===== config.mk =====
export PLATFORM = sky130hd
export DESIGN_NAME = aabc_rsp_buf
export DESIGN_NICKNAME = d
export VERILOG_FILES = /design/src/rtl/ascii_art_box_char_converter_macros.svh /design/src/rtl/aabc_pkg.sv /design/src/rtl/aabc_rsp_buf.sv
export SDC_FILE = /design/constraint.sdc
export NUM_CORES = 1
export LEC_CHECK = 0
export BUFFER_PORTS_ARGS = -buffer_cell sky130_fd_sc_hd__buf_2
export CAP_MARGIN = 40
export CORE_UTILIZATION = 40
export DETAILED_ROUTE_END_ITERATION = 6
export HOLD_SLACK_MARGIN = 0.03
export PLACE_DENSITY = 0.67
export SLEW_MARGIN = 5
export SYNTH_ARGS = -nofsm -noshare
export SYNTH_HDL_FRONTEND = slang
export SYNTH_SLANG_ARGS = --single-unit

===== constraint.sdc =====
create_clock -name clock -period 4.7 [get_ports clock]
set_clock_uncertainty 0.2 [all_clocks]
set_input_delay 0.94 -clock clock [delete_from_list [all_inputs] [get_ports clock]]
set_output_delay 0.94 -clock clock [all_outputs]
set_load 0.01 [all_outputs]

===== src/rtl/ascii_art_box_char_converter_macros.svh =====
// Assertion macros for the box character converter.
// Every macro samples on the rising edge of clock and is off while reset is high.
`ifndef ASCII_ART_BOX_CHAR_CONVERTER_MACROS_SVH
`define ASCII_ART_BOX_CHAR_CONVERTER_MACROS_SVH

// Check a condition on every cycle.
`define AABC_ASSERT_ALWAYS(lbl, prop, msg) \
   lbl: assert property (@(posedge clock) disable iff (reset) (prop)) else $error(msg);

// Check a consequence in the same cycle as its cause.
`define AABC_ASSERT_IMPLY(lbl, ante, cons, msg) \
   lbl: assert property (@(posedge clock) disable iff (reset) (ante) |-> (cons)) \
      else $error(msg);

// Check a consequence in the cycle after its cause.
`define AABC_ASSERT_NEXT(lbl, ante, cons, msg) \
   lbl: assert property (@(posedge clock) disable iff (reset) (ante) |=> (cons)) \
      else $error(msg);

`endif


===== src/rtl/aabc_pkg.sv =====
`default_nettype none

package aabc_pkg;

   // Request kinds carried on req_tuser
   typedef enum logic [1:0] {
      FUNC_TEXT  = 2'd0,
      FUNC_DRAIN = 2'd1,
      FUNC_END   = 2'd2
   } func_type;

   // Pending drain work
   typedef enum logic [1:0] {
      DRAIN_NONE     = 2'd0,
      DRAIN_REST     = 2'd1,
      DRAIN_REST_END = 2'd2,
      DRAIN_FINAL    = 2'd3
   } drain_type;

   // One result transaction
   typedef struct packed {
      logic [23:0] char_bytes;
      logic [1:0]  byte_count;
      logic        more_pending;
      logic        refused;
      logic        text_done;
   } rsp_type;

   // Emitted character for one column
   typedef struct packed {
      logic [23:0] bytes;
      logic [1:0]  count;
   } glyph_type;

   localparam logic [7:0]  CHAR_NL    = 8'h0A;
   localparam logic [7:0]  CHAR_PLUS  = 8'h2B;
   localparam logic [7:0]  CHAR_DASH  = 8'h2D;
   localparam logic [7:0]  CHAR_BAR   = 8'h7C;
   localparam logic [15:0] BOX_LEAD   = 16'hE294;
   localparam logic [23:0] BOX_HORIZ  = 24'hE29480;
   localparam logic [23:0] BOX_VERT   = 24'hE29482;
   localparam logic [1:0]  COUNT_ONE  = 2'd1;
   localparam logic [1:0]  COUNT_BOX  = 2'd3;

   // Mask bits: 0 left, 1 right, 2 up, 3 down
   function automatic logic [7:0] corner_low(input logic [3:0] mask);
      logic [7:0] low;
      case (mask)
         4'd5:    low = 8'h98;
         4'd6:    low = 8'h94;
         4'd7:    low = 8'hB4;
         4'd9:    low = 8'h90;
         4'd10:   low = 8'h8C;
         4'd11:   low = 8'hAC;
         4'd13:   low = 8'hA4;
         4'd14:   low = 8'h9C;
         4'd15:   low = 8'hBC;
         default: low = 8'h00;
      endcase
      return low;
   endfunction

   function automatic logic is_horiz(input logic [7:0] c);
      return (c == CHAR_DASH) || (c == CHAR_PLUS);
   endfunction

   function automatic logic is_vert(input logic [7:0] c);
      return (c == CHAR_BAR) || (c == CHAR_PLUS);
   endfunction

   // Map a middle-line byte and its neighbor mask to output bytes
   function automatic glyph_type box_char(input logic [7:0] c, input logic [3:0] mask);
      glyph_type  g;
      logic [7:0] low;
      low     = corner_low(mask);
      g.bytes = {16'h0000, c};
      g.count = COUNT_ONE;
      case (c)
         CHAR_PLUS: begin
            if (low != 8'h00) begin
               g.bytes = {BOX_LEAD, low};
               g.count = COUNT_BOX;
            end
         end
         CHAR_DASH: begin
            if (mask[1:0] != 2'b00) begin
               g.bytes = BOX_HORIZ;
               g.count = COUNT_BOX;
            end
         end
         CHAR_BAR: begin
            if (mask[3:2] != 2'b00) begin
               g.bytes = BOX_VERT;
               g.count = COUNT_BOX;
            end
         end
         default: begin
         end
      endcase
      return g;
   endfunction

   // Rotate a buffer role index by k, modulo three
   function automatic logic [1:0] role_add(input logic [1:0] r, input logic [1:0] k);
      logic [2:0] s;
      s = {1'b0, r} + {1'b0, k};
      if (s >= 3'd3) begin
         s = s - 3'd3;
      end
      return s[1:0];
   endfunction

endpackage

`default_nettype wire


===== src/rtl/aabc_rsp_buf.sv =====
`default_nettype none

module aabc_rsp_buf (
   input  wire logic             clock,
   input  wire logic             reset,
   input  wire logic             in_valid,
   input  wire aabc_pkg::rsp_type in_item,
   output logic                  in_ready,
   output logic                  out_valid,
   output aabc_pkg::rsp_type     out_item,
   input  wire logic             out_ready
);

   aabc_pkg::rsp_type main_ff;
   aabc_pkg::rsp_type skid_ff;
   logic              main_valid_ff;
   logic              skid_valid_ff;
   logic              main_free;

   assign main_free = out_ready || !main_valid_ff;
   assign in_ready  = !skid_valid_ff;
   assign out_valid = main_valid_ff;
   assign out_item  = main_ff;

   // Advance the output slot and park a transaction in the skid slot on stall
   always_ff @(posedge clock) begin
      if (reset) begin
         main_valid_ff <= 1'b0;
         skid_valid_ff <= 1'b0;
      end else if (main_free) begin
         main_valid_ff <= skid_valid_ff || in_valid;
         skid_valid_ff <= 1'b0;
      end else if (in_valid) begin
         skid_valid_ff <= 1'b1;
      end
   end

   // Move payload without reset
   always_ff @(posedge clock) begin
      if (main_free) begin
         main_ff <= skid_valid_ff ? skid_ff : in_item;
      end else if (in_valid) begin
         skid_ff <= in_item;
      end
   end

endmodule

`default_nettype wire


* Word-level counts from Yosys, hierarchy flattened
Cells that the tools add are included. W data, S select, Z words.
Storage, ports and cells: register bits after elaboration 60, bits in latches 0, bits in writable memories 0, ROM bits 0, input bits 33, output and inout bits 31, word-level logic and storage cells 20, memories kept 0
Operators by class: $add $sub $neg 0, multipliers 0, divide/modulo/power cells 0, order comparisons 0, eq/ne operators 0, shift-type cells 0, muxes and demuxes 1, bitwise logic cells 1, reduce and logical (&&, ||, !) cells 6
Operator list (count):
- $mux W29 | 1
- $logic_not A1 Y1 | 2
- $logic_or A1 B1 Y1 | 2
- $reduce_and A2 Y1 | 1
- $reduce_or A2 Y1 | 1
- $not A1 Y1 | 1

* Logic depth before layout (Yosys ltp)
depth after elaboration 4, depth in mapped cells 3, mapped depth without buffers 2

* Worst setup path before layout
OpenSTA, ideal clock, no wires.
path kind in2reg, start point in out_ready, end point reg skid_ff[0] (netlist bit), enable pin, setup time 0.415 ns, data arrival time 3.057 ns, required time 4.085 ns, setup slack 1.028 ns, stages 2, buffers on the path 0, cells stage by stage nand2b_1 -> nor2_1
Between the ends: longest elaborated chain between the ends 3
Ends and longest elaborated chain:
- start: declaration | RTL line aabc_rsp_buf.sv:11 | input wire logic out_ready
- $logic_or A1 B1 Y1 | RTL line aabc_rsp_buf.sv:20 | assign main_free = out_ready || !main_valid_ff;
- $not A1 Y1 (no line)
- $reduce_and A2 Y1 (no line)
- end signal: assignment | RTL line aabc_rsp_buf.sv:43 | skid_ff <= in_item;
- end: declaration | RTL line aabc_rsp_buf.sv:15 | aabc_pkg::rsp_type skid_ff;
Every way passes these cells. A chain may end at the register's enable or synchronous reset.

* Final worst setup path
start point in out_ready, end point reg skid_ff[28] (netlist bit), enable pin
Between the ends: longest elaborated chain between the ends 3
Ends and longest elaborated chain:
- $logic_or A1 B1 Y1 | RTL line aabc_rsp_buf.sv:20
- net main_free | RTL line aabc_rsp_buf.sv:18 | logic main_free;
- $not A1 Y1 (no line)
- $reduce_and A2 Y1 (no line)
The timed path passes the listed nets, and every way through them passes these cells.

==> flow_metrics.tcl <==
set metrics [dict create \
    tritoncts "done" \
    design.die.area_um2 5730 \
    gp_routability_congestion 0.733 \
    synth_fa_ha_area_share_pct 0 \
    total_leakage_power_nw 1.04 \
    detailed_placement_hpwl_um 2460 \
    syn_inst 99 \
    ys.warnings.count 0 \
    min_delay_path_depth 1 \
    ant_nets 0 \
    hold_path.class "reg2reg" \
    num_vias 1151 \
    finalSetupViolations 0 \
    wl_met1_um 1650 \
    flow.area_growth_from_synthesis_pct 24.9 \
    fin_crit_period_ns 2.56 \
    rsz0062_at_grt "no" \
    commonest_non_fill_non_tap_cell_in_the_layout "sky130_fd_sc_hd__buf_2" \
    hold_viol_final 0 \
    dr.max_layer_used "met4" \
    startpoint_type "input port" \
    mux_contribution_to_synthesized_area_pct 15.0 \
    yosys.area_share.xor_xnor_pct 0 \
    h-tree-depth 3 \
    critical_path.cell_chain "buf_2 > nand2b_1 > buf_4 > nor2_2 > buf_4" \
    synthesis.nets 132 \
    drive_above_1_share_pct 59.9 \
    worst-endpoint-arrival_ns 2.37 \
    worstMarginPinSlew_ns 0.679 \
    cts-resized-gates 0 \
    worst_slew_margin_rel_pct 54.7 \
    vias_per_cell 4.66 \
    first_iter_violations 63 \
    cp_common_cell "sky130_fd_sc_hd__buf_4" \
    synth-compound-area-share_pct 0.230 \
    postLayoutCellArea_um2 2720 \
    simple_logic_cell_fraction_of_the_synthesized_area_pct 0.864 \
    die_w_um 75.7 \
    met2RoutedLength_um 1710 \
    final.period_utilization_pct 54.5 \
    drt_drc_violations_left 0 \
    initial_core_util_pct 42.0 \
    cts_root_buf "sky130_fd_sc_hd__clkbuf_8" \
    ir_worst_vdd_mv 0.173 \
    drv.max_cap_violation_count 0 \
    max-clock-path-buffers 2 \
    combinational_family_with_the_most_area_after_synthesis "multiplexers" \
    syn_area_per_cell_um2 22.0 \
    power_density_nw_per_um2 390 \
    grt.overflow.total 0 \
    first_pass_grt_wire_length_um 5760 \
    criticalPathCategory "in2reg" \
    worst-r2r-cell-count 4 \
    met3WireLength_um 222 \
    netlist_area_um2 2170 \
    cts.sinks 60 \
    io_buffers 63 \
    critical_path_peak_fanout 32 \
    layout_common_cells "sky130_fd_sc_hd__buf_2 (63), sky130_fd_sc_hd__edfxtp_1 (58), sky130_fd_sc_hd__mux2_2 (29), sky130_fd_sc_hd__clkbuf_8 (9), sky130_fd_sc_hd__clkinv_1 (4)" \
    clock_latency_ns 0.32 \
    max_clock_freq_mhz 391 \
    layout.nets 206 \
    grt_max_degree 33 \
    clk_transition_reported_paths_ns 0.06 \
    cpMaxStageDelayCell "sky130_fd_sc_hd__nor2_2" \
    critical-path-max-stage-delay_ns 0.57 \
    first_global_vias 1142 \
    worst_ep_required_time_ns 4.51 \
    totalNegativeSetupSlack_ns 0 \
    grt_use_total_pct 14.9 \
    status "completed" \
    first_pass_iters 4 \
    top_level_ports 64 \
    finalWirelength_um 3670 \
    coreArea_um2 5170 \
    post-cts-setup-buffer-count 0 \
    num_antenna_cells 0 \
    detailed_place.area_um2 2570 \
    synth.yosys.seq_area_share_pct 82.0 \
    postSynthRegisterBits 60 \
    critPathCaptureType "flip-flop" \
    synthDistinctLibCells 9 \
    post_cts_hold_buffer_count 0 \
    cts_buffers 9 \
    number_of_antenna_violations_at_the_first_check_in_global_routing 0 \
    routedWlPerCell_um 14.9 \
    slew_viol_final 0 \
    chipHeight_um 75.7 \
    rows 26 \
]
state kept, by name, summed over array words and instances (netlist names):
register       count
out_item          29
skid_ff           29
out_valid          1
skid_valid_ff      1
report_power, final:
part | internal, mW | total (mW) | switching [mW] | leakage (nW)
Clock | 0.180 | 0.358 | 0.178 | 0.0761
Sequential | 0.617 | 0.623 | 0.00665 | 0.581
Combinational | 0.0363 | 0.0760 | 0.0397 | 0.380
final timing paths:
check                                 start            to  slack (ns)
worst max-delay path              out_ready   skid_ff[28]        2.14
worst min-delay path            skid_ff[26]  out_item[26]        0.34
worst max register to register    out_valid   skid_ff[28]        2.59
worst min register to register  skid_ff[26]  out_item[26]        0.34
area by class of cell:
class / count / area (um^2)
sequential: 60 / 1780
clock buffer: 10 / 128
inverter: 2 / 7.51
fill: 428 / 2460
multi-input combinational: 34 / 353
clock inverter: 5 / 20.0
timing repair buffer: 66 / 338
tap: 70 / 87.6
cell usage after synthesis:
cell type                   n  area, um^2
sky130_fd_sc_hd__nand2b_1   1        6.26
sky130_fd_sc_hd__a21oi_1    1        5.00
sky130_fd_sc_hd__dfxtp_1    2        40.0
sky130_fd_sc_hd__nor2_1     2        7.51
sky130_fd_sc_hd__mux2_2    29         327
sky130_fd_sc_hd__buf_6      3        33.8
sky130_fd_sc_hd__nor3_1     1        5.00
sky130_fd_sc_hd__inv_1      2        7.51
sky130_fd_sc_hd__edfxtp_1  58        1740
worst max-delay path, delay by kind of cell:
family / cells / cell delay, ns
buf+inv: 3 / 0.71
simple gates: 2 / 0.70
logic make-up after synthesis:
family	count (synthesis)
flip-flops	60
multiplexers	29
buffers and inverters	5
AND/OR/NAND/NOR	4
AO/OA/AOI/OAI	1
stage by stage:
step                      hold slack (ns)  cells  worst slack (ns)  total power [mW]  utilization [%]
final                               0.343    247              2.14              1.06             52.5
after global routing                0.363    247              2.05              1.10             52.5
after CTS                           0.347    247              2.14              1.07             52.5
after detailed placement            0.333    232              1.80             0.712             49.6
after global placement              0.331    232              1.87             0.709             49.6
after floorplan                     0.323     99              1.03             0.670                -
metal layers:
metal / vias to the layer above / track usage (%)
li1: 535 / -
met1: 559 / 19.6
met2: 49 / 21.5
met3: 8 / 4.76
met4: 0 / 9.26
met5: - / 0
Note: power is estimated with default switching activity, not from simulation.
